===== src/hw/rtl/arst_pkg.sv =====
// shared types, codes and helpers for the address range symbol table
package arst_pkg;

    localparam int TABLE_DEPTH_DEF = 2048;

    typedef enum logic [0:0] {
        OP_INSERT = 1'b0,
        OP_LOOKUP = 1'b1
    } opcode_t;

    typedef enum logic [2:0] {
        ST_INSERTED    = 3'd0,
        ST_FULL        = 3'd1,
        ST_ZERO_EXTENT = 3'd2,
        ST_HIT         = 3'd3,
        ST_MISS        = 3'd4
    } status_t;

    typedef enum logic [1:0] {
        FSM_IDLE,
        FSM_INSERT,
        FSM_LOOKUP,
        FSM_DONE
    } fsm_t;

    typedef struct packed {
        logic [0:0]  opcode;
        logic [63:0] address;
        logic [31:0] extent;
        logic [15:0] name_offset;
    } in_beat_t;

    typedef struct packed {
        logic [2:0]  status;
        logic [15:0] found_name;
        logic [31:0] offset_in_range;
    } out_beat_t;

    typedef struct packed {
        logic [63:0] start;
        logic [31:0] extent;
        logic [15:0] name;
    } ent_t;

    // broadcast from the controller to every cell
    typedef struct packed {
        logic ins_en;
        ent_t key;
    } cell_ctl_t;

    typedef struct packed {
        logic        hit;
        logic [15:0] name;
        logic [31:0] offs;
    } hit_t;

    // registered levels of a four-way reduction tree over n leaves
    function automatic int tree_levels(input int n);
        int levels;
        int span;
        levels = 0;
        span   = 1;
        while (span < n) begin
            span   = span * 4;
            levels = levels + 1;
        end
        if (levels == 0) begin
            levels = 1;
        end
        return levels;
    endfunction

endpackage


===== src/hw/rtl/arst_cell.sv =====
// one table cell: holds an entry, shifts on insert, flags the covering entry on lookup
module arst_cell (
    input  logic                 aclk,
    input  arst_pkg::cell_ctl_t  ctl,
    input  logic                 valid,
    input  arst_pkg::ent_t       prev_ent,
    input  logic                 prev_move,
    input  logic                 le_next,
    output arst_pkg::ent_t       ent,
    output logic                 move,
    output logic                 le,
    output arst_pkg::hit_t       hit
);

    arst_pkg::ent_t ent_reg;
    arst_pkg::ent_t ent_next;
    logic           le_comb;
    logic [63:0]    diff;
    logic           le_reg;
    logic           hi_zero_reg;
    logic [31:0]    diff_lo_reg;
    arst_pkg::hit_t hit_reg;
    arst_pkg::hit_t hit_next;

    assign le_comb = valid && (ent_reg.start <= ctl.key.start);
    // cells past the insert point (and empty ones) move up by one
    assign move    = !le_comb;
    assign diff    = ctl.key.start - ent_reg.start;

    always_comb begin
        ent_next = ent_reg;
        if (ctl.ins_en && move) begin
            ent_next = prev_move ? prev_ent : ctl.key;
        end
    end

    always_comb begin
        hit_next = '0;
        // last entry at or below the key, and the key inside its extent
        if (le_reg && !le_next && hi_zero_reg && (diff_lo_reg < ent_reg.extent)) begin
            hit_next.hit  = 1'b1;
            hit_next.name = ent_reg.name;
            hit_next.offs = diff_lo_reg;
        end
    end

    always_ff @(posedge aclk) begin
        ent_reg     <= ent_next;
        le_reg      <= le_comb;
        hi_zero_reg <= (diff[63:32] == 32'd0);
        diff_lo_reg <= diff[31:0];
        hit_reg     <= hit_next;
    end

    assign ent = ent_reg;
    assign le  = le_reg;
    assign hit = hit_reg;

endmodule


===== config.mk =====
export PLATFORM = sky130hd
export DESIGN_NAME = arst_cell
export DESIGN_NICKNAME = d
export VERILOG_FILES = /design/src/hw/rtl/arst_pkg.sv /design/src/hw/rtl/arst_cell.sv
export SDC_FILE = /design/constraint.sdc
export NUM_CORES = 1
export LEC_CHECK = 0
export ABC_CLOCK_PERIOD_IN_PS = 8800
export BUFFER_PORTS_ARGS = -buffer_cell sky130_fd_sc_hd__buf_2
export CAP_MARGIN = 40
export CORE_ASPECT_RATIO = 1.25
export CORE_UTILIZATION = 30
export CTS_BUF_LIST = sky130_fd_sc_hd__clkbuf_8
export DETAILED_ROUTE_END_ITERATION = 8
export PLACE_DENSITY_LB_ADDON = 0.05
export REMOVE_ABC_BUFFERS = 1
export SETUP_SLACK_MARGIN = 0.2
export SYNTH_ARGS = -nofsm -noshare
export SYNTH_HDL_FRONTEND = slang
export SYNTH_SLANG_ARGS = --single-unit

===== constraint.sdc =====
create_clock -name aclk -period 8.8 [get_ports aclk]
set_input_delay 0 -clock aclk [delete_from_list [all_inputs] [get_ports aclk]]
set_output_delay 0 -clock aclk [all_outputs]
set_load 0.1 [all_outputs]

==> Word level (Yosys, flattened, before mapping) <==
Cells that the tools add are included.
{ "word_totals": {"out_inout_bits": 163, "wordCells": 22, "register_bits": 195, "in_bits": 229} }
{ "classes": {"n_reduce_logical": 8, "n_mux": 2, "add_sub_neg": 1, "order_cmp": 2} }
{ "op_table": {"columns": ["op", "n"], "rows": [
  ["$mux W112", 1],
  ["$le A64 B64 Y1", 1],
  ["$sub A64 B64 Y64", 1],
  ["$mux W49", 1],
  ["$logic_not A32 Y1", 1],
  ["$lt A32 B32 Y1", 1],
  ["$logic_and A1 B1 Y1", 5],
  ["$logic_not A1 Y1", 2]
]} }

==> Depth between registers and ports, before layout <==
Gate-level depths: netlist of run 1.
{ "depth": {"ltp_word": 5, "mapped_depth": 15} }

==> Least setup slack after synthesis of run 1 <==
OpenSTA, ideal clock, no wires.
{ "synth_path": {"kind": "reg-to-reg", "startpoint": "register ent_reg (netlist bit ent[57])", "endpoint": "register ent_reg (netlist bit ent[0]) (enable)", "path_stages_with_launch": 15, "t_arrival_ns": 7.756, "t_required_ns": 8.216, "setup_time_ns": 0.584, "path_slack_ns": 0.459, "path_cell_list": "edfxtp_1 -> inv_1 -> ha_1 -> buf_4 -> a21oi_2 -> o21ai_1 -> a221oi_1 -> a211oi_1 -> o21ai_2 -> a21oi_1 -> o211ai_1 -> nand2_1 -> a21oi_1 -> o211ai_1 -> nor2_1"} }
{ "synth_between": {"elab_chain_len": 4} }
{ "synth_lines": {"columns": ["item", "line", "rtl"], "rows": [
  ["start, declared", "arst_cell.sv:15", "arst_pkg::ent_t ent_reg;"],
  ["start signal, assigned", "arst_cell.sv:48", "ent_reg <= ent_next;"],
  ["$le A64 B64 Y1", "arst_cell.sv:25", "assign le_comb = valid && (ent_reg.start <= ctl.key.start);"],
  ["$logic_and A1 B1 Y1", "arst_cell.sv:25", null],
  ["net le_comb", "arst_cell.sv:17", "logic le_comb;"],
  ["$logic_not A1 Y1", "arst_cell.sv:27", "assign move = !le_comb;"],
  ["$logic_and A1 B1 Y1", "arst_cell.sv:32", "if (ctl.ins_en && move) begin"]
]} }
The timed path passes the listed nets, and every way through them passes these cells.
A chain may end at the register's enable or synchronous reset.

==> Final worst setup path of run 1 <==
{ "layout_path": {"startpoint": "register ent_reg (netlist bit ent[55])", "endpoint": "register ent_reg (netlist bit ent[26]) (enable)"} }
The elaborated chain is that of the path after synthesis.

==> metrics.md, run 1 <==
| Metric | Value |
|---|---|
| Status | `finished, final reports clean` |
| Reg2reg end | `ent[26]` |
| Synthesis-to-layout area growth | `45.2%` |
| Buf+Inv Stages, Crit Path | `2` |
| Post-synth EDFFs | `112` |
| Hold depth | `3` |
| Hold WC Path Type | `input port to register` |
| Met1 Use GR | `between 20% and 30%` |
| Crit-path max FO | `78` |
| Fraction of registers with async set or reset after synthesis | `0%` |
| Simple-Gate Fraction of Synth Area | `a little over an eighth` |
| Hpwl dp | `around 33000 um` |
| CTS clock-pin slew for the worst setup and hold paths | `100 ps` |
| Starting Density | `a little under a third` |
| Grt ovf | `0` |
| Grt peak-use layer | `met2` |
| RSZ-0062 raised after global routing | `false` |
| Max reg flops | `~110` |
| Synth Instances | `1204` |
| WP data required | `8970 ps` |
| Vias in the first global route | `11800` |
| Hold Startpoint | `ctl[77]` |
| Clk sink count | `just under 200` |
| Antenna cell count | `0` |
| Worst clock skew | `23.5 ps` |
| Routed wire length | `between 40000 and 50000 um` |
| Iteration-0 DRC Markers | `~450` |
| Met3 Resource Use GR | `about 3.3%` |
| Period utilization | `48.5%` |
| Pwr Total | `2.95 mW` |
| Maximum clock rate | `roughly 0.23 GHz` |
| Worst r2r path cells | `14` |
| Max_cap viols | `0` |
| Synth area leader | `edfxtp_1` |
| Synthesized-area fraction occupied by adder cells | `~10%` |
| Largest family of logic cells by synthesized area | `compound AO/OA/AOI/OAI gates` |
| Synth warnings | `0` |
| Max clock buf depth | `2` |
| XOR/XNOR Fraction of Synth Area | `2.91%` |
| Vias per inst | `4.84` |
| Critical path's top delay family | `compound AO/OA/AOI/OAI gates` |
| Average wire per standard cell | `between 15 and 20 um` |
| Worst-Skew Late Latency | `540 ps` |
| Global-route wire length before repair | `64900 um` |
| Post-route DRC | `0` |
| Synth unique cells | `81` |
| # H-tree levels | `4` |
| Post-synthesis mux area share | `10.7%` |
| I/O Pins | `slightly below 400` |
| Arr. time, crit path | `4430 ps` |
| Slew Viols, Final | `0` |
| Flops & latches, synth | `just under 200` |
| Routed Antenna Nets | `0` |
| Gr usage total | `20.8%` |
| Share of layout cells above drive strength 1 | `between 30 and 40%` |
| Share of the synthesized area in the top cell type | `27.9%` |
| Core area | `roughly 39000 um2` |
| Area contributors post-synth | `edfxtp_1 28%, dfxtp_1 14%, mux2_2 10%, ha_1 9.9%, a21oi_1 4.1%` |
| Cts bufs inserted | `17` |
| Initial antenna violation count | `0` |
| Cell leakage power | `about 7.9 nW` |
| Reg2reg start | `ent[55]` |
| # setup viols final | `0` |
| Critical Path, Cell by Cell | `inv_1, ha_1, a21oi_1, o21ai_1, a221oi_1, a211oi_1, o21ai_2, a21oi_1, o211ai_1, nand2_1, a21oi_1, o211ai_1, nor2_4, buf_12` |
| Endpoint class of the critical path | `register` |
| Setup Fix Bufs, Post-CTS | `0` |
| Endpoint of the worst hold path | `diff_lo_reg[29]` |
| CTS tree | `built` |
| Via count | `between 10000 and 15000` |
| Max_slew headroom | `a little over two fifths` |
| Flop2flop setup slack | `4530 ps` |
| Setup CP Type | `register to register` |
| Primary FF master, synth | `edfxtp_1` |
| Initial DRT Pass Iterations | `5` |
| Largest net degree at the start of global routing | `approximately 80` |
| Hold Vio Cnt, Final | `0` |
| Die width | `around 180 um` |
| Setup_tns | `0 ps` |
| Slowest cell on crit path | `a221oi_1` |
| DIE HEIGHT | `226 um` |
| RePlAce Congestion | `approximately 0.87` |
| Row cnt | `81` |
| CP most frequent cell | `a21oi_1` |
| Max VDD drop | `0.000103 V` |
| Die area | `roughly 41000 um2` |
| Sequential area share after synthesis | `a little over two fifths` |
| Worst slew pin tran | `about 860 ps` |
| IO buf count | `391` |
| Max incr delay on CP | `between 500 and 600 ps` |
| Post-synthesis compound-gate area fraction | `16.1%` |
| Critical path launch point type | `register` |
| Crit path time final | `roughly 4300 ps` |
| Final nets | `between 2000 and 2500` |
| Power per cell area | `169 nW/um2` |
| GR Util met2 | `about two fifths` |
| Synthesized area | `~12000 um2` |
| Root buf cell | `clkbuf_8` |
| Avg Cell Area, Syn | `between 10 and 15 um2` |
| Fin Hold WS | `around 40 ps` |
| Utilization after layout | `44.5%` |
-- worst min-delay path, stage by stage --
cell    delay [ps]
buf_2          120
ha_1           300
xor2_1         100
-- metal layers --
layer / vias up / wire, um
met5: - / 0
met4: 0 / 1530
met3: 61 / 1570
met2: 323 / 23600
met1: 5332 / 16100
li1: 5620 / -
-- power by group --
group	internal, mW	switching (mW)
logic	0.424	0.781
clock network	0.272	0.358
registers	1.07	0.0502
-- worst max path at each step --
stage | endpoint | cells past startpoint | slack [ps] | startpoint
2_1_floorplan | ent[0] | 13 | 480 | ent[57]
6_report | ent[26] | 14 | 4530 | ent[55]
3_3_place_gp | ent[52] | 14 | 4070 | ent[55]
3_5_place_dp | ent[26] | 14 | 4540 | ent[55]
4_1_cts | ent[26] | 14 | 4500 | ent[55]
5_1_grt | ent[62] | 14 | 4230 | ent[55]
-- cells in the mapped netlist (all sizes together), types with 4 or more instances --
| library cell | count |
|---|---|
| and2 | 53 |
| nor2b | 12 |
| and4 | 6 |
| edfxtp | 112 |
| o22ai | 4 |
| clkbuf | 28 |
| mux2 | 110 |
| nand4 | 32 |
| nand3 | 19 |
| o211ai | 10 |
| and3 | 5 |
| a211o | 7 |
| a21boi | 7 |
| xor2 | 17 |
| a31oi | 7 |
| nand2b | 9 |
| inv | 111 |
| dfxtp | 83 |
| nand4b | 4 |
| buf | 19 |
| nor2 | 52 |
| nand2 | 82 |
| a21oi | 102 |
| o21bai | 10 |
| mux2i | 5 |
| o21a | 17 |
| ha | 95 |
| a21o | 26 |
| a211oi | 8 |
| xnor2 | 23 |
| nor3 | 10 |
| o21ai | 64 |
| nor4 | 6 |
-- cells in the final DEF (no fill, tap or decap), types with 8 or more instances in the layout --
cell and count:
nor3_1 8, nand4_1 30, o21bai_1 10, inv_1 111, buf_2 391, xor2_1 17, o21ai_0 57, dfxtp_1 83
edfxtp_1 112, nand2_1 82, a21oi_1 99, nor2_1 51, o211ai_1 10, and2_1 52, nand2b_1 9, mux2_2 110
o21a_1 17, clkbuf_8 19, a21o_1 25, nor2b_1 12, xnor2_1 23, dlygate4sd3_1 259, nand3_1 19, ha_1 95
-- metrics by stage --
stage,cell area (um2),std cells,setup slack (ps)
4_1_cts,17500,2342,4500
5_1_grt,17500,2342,4230
6_report,17500,2342,4530
2_1_floorplan,11800,1157,482
3_5_place_dp,14500,2051,4540
3_3_place_gp,14500,2049,4070
-- final cells by class --
class,instances,area (um2)
Sequential cell,195,5020
Inverter,111,417
Fill cell,3972,21800
Multi-Input combinational cell,851,6420
Timing Repair Buffer,655,4610
Clock buffer,19,262
Clock inverter,13,144
Tap cell,498,623
-- timing repair --
action | CTS | global route
resized for setup | 0 | 0
endpoints found under the hold margin | 151 | 0
hold buffers | 259 | 0
-- cells by family (layout without fill, tap and decap cells) --
| kind of cell | after synthesis | in the layout |
|---|---|---|
| AND/OR/NAND/NOR | 303 | 303 |
| AO/OA/AOI/OAI | 297 | 297 |
| flip-flops | 195 | 195 |
| buffers and inverters | 158 | 798 |
| multiplexers | 115 | 115 |
| adder cells (fa/ha/maj) | 96 | 96 |
| XOR/XNOR | 40 | 40 |
No activity file was read; power rests on OpenSTA's default activity.
==> run 2, diff against run 1 <==
Settings changed: ABC_AREA from default to 1, ABC_CLOCK_PERIOD_IN_PS 8800 to 3940.
Clock period 8.8 ns to 3.94 ns, I/O delays scaled along.
==> run 2 against run 1 <==
Net effect:
- sequential share of layout area shrank 3.2 points
- register-to-register slack worse by 4000 ps
- die area increased by 16%
==> metrics.md, run 2 <==
| Metric | Value |
|---|---|
| Endpoint class of the critical path | `output pin` |
| Routed Antenna Nets | `0 (unchanged)` |
| RSZ-0062 raised after global routing | `false` |
| Global-route wire length before repair | `80800 um (+24%)` |
| Die area | `47500 um2 (+16%)` |
| Max_cap viols | `0 (unchanged)` |
| Synthesized area | `14000 um2 (+16%)` |
| Root buf cell | `clkbuf_8` |
| Hpwl dp | `45000 um (+36%)` |
| Post-route DRC | `0 (unchanged)` |
| Reg2reg end | `ent[75]` |
| Worst clock skew | `23.8 ps (+0.269 ps)` |
| Average wire per standard cell | `16.8 um (-8.0%)` |
| CTS clock-pin slew for the worst setup and hold paths | `120 ps (+20 ps)` |
| Routed wire length | `54000 um (+26%)` |
| WP data required | `3940 ps (-5030 ps)` |
| Period utilization | `around 88%` |
| Fin Hold WS | `9.57 ps (-30.1 ps)` |
| Reg2reg start | `ent[94]` |
| Final nets | `2942 (+36%)` |
| Hold depth | `4 (+1)` |
| Sequential area share after synthesis | `35.9% (-5.8 points)` |
| Placed cell areas | `16700 um2 (+15%)` |
| CTS tree | `built` |
| Max VDD drop | `0.000227 V (+120%)` |
| CP startpoint | `ent[94]` |
| Most frequent cell after synthesis | `nand2_1` |
| Power per cell area | `340 nW/um2 (+100%)` |
| Worst-Skew Late Latency | `540 ps (about the same)` |
| Grt ovf | `0 (unchanged)` |
| Share of the synthesized area in the top cell type | `24.0% (-3.9 points)` |
| RePlAce Congestion | `0.946 (+8.6%)` |
| Setup CP Type | `register to output pin` |
| Status | `finished, final reports clean` |
| Hold Vio Cnt, Final | `0 (unchanged)` |
| Largest net degree at the start of global routing | `68 (-14%)` |
| Hold WC Path Type | `input port to register` |
| Starting Density | `30.4% (-0.26 points)` |
| Via count | `14000 (+23%)` |
| Crit-path max FO | `5 (-94%)` |
| Gr usage total | `22.8% (+2.0 points)` |
| Max_slew headroom | `55.4% (+13 points)` |
| Iteration-0 DRC Markers | `466 (+3.3%)` |
| Row cnt | `88 (+8.6%)` |
| Avg Cell Area, Syn | `7.13 um2 (-29%)` |
| Initial DRT Pass Iterations | `5 (unchanged)` |
| Flops & latches, synth | `195 (unchanged)` |
| Worst slew pin tran | `663 ps (-199 ps)` |
| Hold Startpoint | `le_next` |
| Die width | `195 um (+7.6%)` |
| Synthesis-to-layout area growth | `40.7%` |
| Fraction of registers with async set or reset after synthesis | `0% (unchanged)` |
| Cell area after layout | `19700 um2 (+12%)` |
| Post-synth EDFFs | `112 (unchanged)` |
| Commonest non-fill, non-tap cells in the layout | `631 x nand2_1, 478 x inv_1, 390 x buf_2` |
| Synth Instances | `1962 (+63%)` |
| Cts bufs inserted | `17 (unchanged)` |
| # setup viols final | `0 (unchanged)` |
| Arr. time, crit path | `3480 ps (-950 ps)` |
| Synth unique cells | `32 (-60%)` |
| Clk sink count | `195 (unchanged)` |
| Endpoint of the worst hold path | `hit[19]` |
| Max reg flops | `112 (unchanged)` |
| Commonest non-fill, non-tap cell in the layout | `nand2_1` |
| I/O Pins | `392 (unchanged)` |
| Vias per inst | `4.34 (-10%)` |
| Critical path launch point type | `register` |
| Slew Viols, Final | `0 (unchanged)` |
| # H-tree levels | `4 (unchanged)` |
| IO buf count | `391 (unchanged)` |
| DIE HEIGHT | `243 um (+7.7%)` |
| Maximum clock rate | `roughly 0.29 GHz` |
| Initial antenna violation count | `1 (+1)` |
| Crit path time final | `3480 ps` |
| Worst r2r path cells | `16 (+2)` |
| Share of layout cells above drive strength 1 | `23.3% (-7.2 points)` |
| Core area | `46000 um2 (+17%)` |
| Synth top cells by count | `631 x nand2_1, 478 x inv_1, 152 x nor2_1, 112 x edfxtp_1, 110 x mux2_2` |
| Synth warnings | `0 (unchanged)` |
| Max clock buf depth | `2 (unchanged)` |
| Synth area leader | `edfxtp_1` |
| Cell leakage power | `10.8 nW (+37%)` |
| Area contributors post-synth | `edfxtp_1 24%, nand2_1 17%, inv_1 13%, dfxtp_1 12%, mux2_2 8.9%` |
| Flop2flop setup slack | `510 ps (-4020 ps)` |
| Primary FF master, synth | `edfxtp_1` |
| Vias in the first global route | `14300 (+21%)` |
## run 2: cell count changes after synthesis, moves of 23 or more
| cell | delta |
|---|---|
| a21oi_1 | -40 |
| o21ai_0 | -46 |
| nand3_1 | +46 |
| a21o_1 | -23 |
| inv_1 | +367 |
| nor2_1 | +100 |
| and2_1 | -52 |
| nand2_1 | +549 |
## run 2: power by group
part,internal [mW],total [mW],switching [mW],leakage [nW]
Combinational,0.917,2.85,1.94,8.83
Clock,0.476,1.36,0.884,0.189
Sequential,2.37,2.48,0.108,1.76
## run 2: what timing repair did
action,in CTS,in global routing
buffers inserted,0,0
gates resized for setup,1,0
setup endpoints to repair,1,0
hold buffers,257,0
hold endpoints to repair,145,0
## run 2: per-layer routing
layer  up-vias  routed length [um]  global-route usage [%]
met3        68                1590                    3.16
li1       7282                   -                       -
met1      6306               20700                    23.3
met2       313               29700                    45.4
met4         0                1990                    9.82
met5         -                   0                       0
## run 2: layout make-up
type,instances,area [um2]
flip-flops and latches,195,5020
inverters,496,1860
clock inverters,15,165
clock buffers,17,234
diodes,1,2.50
fillers,4896,26300
repair buffers,654,4610
multi-input cells,1253,7040
well taps,585,732
## run 2: how the worst max path moves through the flow
stage / to / slack [ps] / cells after the start
finish: move / 460 / 14
CTS: move / 370 / 14
global route: move / 210 / 14
global placement: ent[72] / 280 / 16
detailed placement: ent[43] / 290 / 16
floorplan: ent[0] / -4460 / 15
## run 2: per-stage QoR
step / util [%] / total power [mW] / setup TNS [ps] / std cells / setup slack [ps]
6_report: 42.7 / 6.69 / 0 / 3216 / 457
5_1_grt: 42.7 / 7.13 / 0 / 3216 / 210
4_1_cts: 42.7 / 6.80 / 0 / 3215 / 368
3_5_place_dp: 36.3 / 5.18 / 0 / 2926 / 295
3_3_place_gp: 36.3 / 5.17 / 0 / 2926 / 285
2_1_floorplan: - / 4.39 / -499980 / 1944 / -4460
## run 2: cells by family after synthesis
family | Yosys count | share of synthesized area [%]
AO/OA/AOI/OAI | 80 | 3.06
XOR/XNOR | 32 | 2.00
adder cells (fa/ha/maj) | 96 | 8.64
buffers and inverters | 514 | 13.8
flip-flops | 195 | 35.9
multiplexers | 110 | 8.86
AND/OR/NAND/NOR | 935 | 27.7
## run 2: critical path: stages (launching register included)
cell and delay (ps):
edfxtp_1 360, inv_1 40, ha_1 360, nand2_1 200, inv_1 60, nand2_1 70, nand2_1 90, inv_1 60
nand2_1 130, a21oi_1 270, nor2_1 170, a211oi_2 390, nand3_1 110, nand2_1 130, buf_2 490
==> run 3, diff against run 2 <==
Settings changed: ABC_AREA 1 to default.
==> run 3 against run 2 <==
Net effect:
- global-route usage shrank 2.0 points
- die area shrank 14%
- total power shrank 1.0%
- clock skew shrank 8.6 ps
- via count shrank 18%
- critical path type is now register to register
- critical endpoint is now hi_zero_reg
==> metrics.md, run 3 (synthesized netlist as in run 1, its figures left out) <==
| Metric | Value |
|---|---|
| Initial antenna violation count | `0 (-1)` |
| Iteration-0 DRC Markers | `381 (-18%)` |
| Critical path launch point type | `register` |
| Row cnt | `81 (-8.0%)` |
| Largest net degree at the start of global routing | `68 (unchanged)` |
| Worst-Skew Late Latency | `530 ps (about the same)` |
| Clock share of power | `20.1% (-0.2 points)` |
| # H-tree levels | `4 (unchanged)` |
| CTS tree | `built` |
| Max_cap viols | `0 (unchanged)` |
| Utilization after layout | `45.6% (+2.9 points)` |
| Power per cell area | `369 nW/um2 (+8.5%)` |
| CTS clock-pin slew for the worst setup and hold paths | `110 ps (about the same)` |
| Max VDD drop | `0.000199 V (-12%)` |
| Fill cells | `3928 (-20%)` |
| # setup viols final | `0 (unchanged)` |
| Reg2reg start | `ent[48]` |
| Worst slew pin tran | `798 ps (+135 ps)` |
| Average wire per standard cell | `18.3 um (+9.2%)` |
| Commonest non-fill, non-tap cells in the layout | `390 x buf_2, 255 x dlygate4sd3_1, 112 x inv_1, 112 x edfxtp_1, 110 x mux2_2` |
| Cell leakage power | `8.10 nW (-25%)` |
| Endpoint class of the critical path | `register` |
| Seq. cell area | `5020 um2 (unchanged)` |
| Maximum clock rate | `0.277 GHz (-3.4%)` |
| Core area | `39300 um2 (-15%)` |
| Via count | `11400 (-18%)` |
| RSZ-0062 raised after global routing | `true` |
| Grt ovf | `0 (unchanged)` |
| Arr. time, crit path | `4050 ps (+570 ps)` |
| Hold WC Path Type | `input port to register` |
| Crit path time final | `3610 ps (+124 ps)` |
| Vias per inst | `4.79 (+10%)` |
| Initial DRT Pass Iterations | `4 (-1)` |
| Flop2flop setup slack | `330 ps (-180 ps)` |
| Max incr delay on CP | `440 ps (-50 ps)` |
| Hold Startpoint | `ctl[77]` |
| RePlAce Congestion | `0.869 (-8.2%)` |
| Power Internal | `3.93 mW (+4.5%)` |
| Crit-path max FO | `4 (-1)` |
| Placed cell areas | `14700 um2 (-12%)` |
| DIE HEIGHT | `226 um (-7.1%)` |
| Routed wire length | `43600 um (-19%)` |
| Setup_tns | `0 ps (unchanged)` |
| Die area | `41000 um2 (-14%)` |
| Cell area after layout | `17900 um2 (-8.8%)` |
| Switching Fraction | `40.6% (-3.1 points)` |
| Slowest cell on crit path | `a2111oi_4` |
| Max clock buf depth | `2 (unchanged)` |
| Die width | `181 um (-7.1%)` |
| Slew Viols, Final | `0 (unchanged)` |
| Hpwl dp | `33500 um (-26%)` |
| Fin Hold WS | `40.7 ps (+31.1 ps)` |
| Commonest non-fill, non-tap cell in the layout | `buf_2` |
| Share of layout cells above drive strength 1 | `33.6% (+10 points)` |
| Setup CP Type | `register to register` |
| I/O Pins | `392 (unchanged)` |
| CP startpoint | `ent[48]` |
| Buf+Inv Stages, Crit Path | `2 (-2)` |
| Cts bufs inserted | `17 (unchanged)` |
| NetSw | `2.69 mW (-8.1%)` |
| IO buf count | `391 (unchanged)` |
| Hold Vio Cnt, Final | `0 (unchanged)` |
| Routed Antenna Nets | `0 (unchanged)` |
| Final nets | `2190 (-26%)` |
| Gr usage total | `20.8% (-2.0 points)` |
| Starting Density | `30.6% (+0.26 points)` |
| Max reg flops | `112 (unchanged)` |
| Synthesis-to-layout area growth | `48.9%` |
| Antenna cell count | `0 (-1)` |
| Reg power frac | `37.6% (+0.5 points)` |
| Clk sink count | `195 (unchanged)` |
| Status | `finished, final reports clean` |
| Worst clock skew | `15.2 ps (-8.62 ps)` |
| Global-route wire length before repair | `64800 um (-20%)` |
| Vias in the first global route | `11900 (-17%)` |
| Period utilization | `91.6% (+3.1 points)` |
| Gate power share | `42.2% (-0.4 points)` |
| Critical path's top delay family | `compound AO/OA/AOI/OAI gates` |
| Post-route DRC | `0 (unchanged)` |
| Max_slew headroom | `46.8% (-8.6 points)` |
| WP data required | `4380 ps (+440 ps)` |
| Root buf cell | `clkbuf_8` |
| Critical Path, Cell by Cell | `ha_2, fa_2, nor2b_2, o31a_1, buf_4, buf_4, o21bai_2, a211o_4, a2111oi_4, o21bai_1, a21oi_2, xor2_1, nor4_2, nand4_1, nor4_2` |
| Multi-input gate area | `6570 um2 (-6.7%)` |
run 3: changes by cell type in the layout (fill, tap and decap cells not counted), sizes merged, moves of 51 or more:
cell / change
and2: +53
inv: -384
nand2: -566
nand3: -51
nor2: -126
o21ai: +53
run 3: routing by layer:
| metal | wire, um | global-route usage [%] | vias up |
|---|---|---|---|
| met5 | 0 | 0 | - |
| met2 | 23700 | 40.6 | 312 |
| met3 | 1450 | 3.23 | 74 |
| met4 | 1750 | 10.4 | 0 |
| met1 | 16700 | 21.3 | 5311 |
| li1 | - | - | 5689 |
run 3: path summary, 6_finish.rpt:
| check | end | cells after the start |
|---|---|---|
| min | diff_lo_reg[29] | 4 |
| max reg2reg | hi_zero_reg | 15 |
| min reg2reg | hit[39] | 1 |
| max | hi_zero_reg | 15 |
run 3: layout make-up:
cell class                 count  share of cell area, %
clock buffer                  19                   1.46
inverter                     111                   2.32
clock inverter                13                  0.718
tap                          498                   3.47
sequential                   195                   28.0
timing repair buffer         689                   27.4
multi-input combinational    851                   36.6
run 3: through the flow:
step	total power, mW	instances	setup WS (ps)
detailed placement	5.05	2077	201
CTS	6.64	2364	188
floorplan	4.30	1157	-4380
global placement	5.04	2076	234
global route	7.00	2376	80.6
finish	6.63	2376	333
run 3: power groups by stage:
stage          Combinational, mW  Clock [mW]  Sequential (mW)
3_5_place_dp                2.50           0             2.55
5_1_grt                     3.02        1.47             2.52
2_1_floorplan               1.08           0             3.22
3_3_place_gp                2.49           0             2.54
6_report                    2.80        1.33             2.49
4_1_cts                     2.75        1.39             2.50
run 3: timing repair:
action / in CTS / in global routing
setup buffers: 0 / 9
gates cloned: 0 / 3
hold buffers: 255 / 0
endpoints found under the setup margin: 2 / 113
gates resized for setup: 2 / 41
hold endpoints to repair: 142 / 0
pin swaps: 2 / 20
run 3: worst min-delay path, cell delays in order:
cell	delay, ps
buf_2	100
ha_1	160
buf_4	160
xor2_1	80
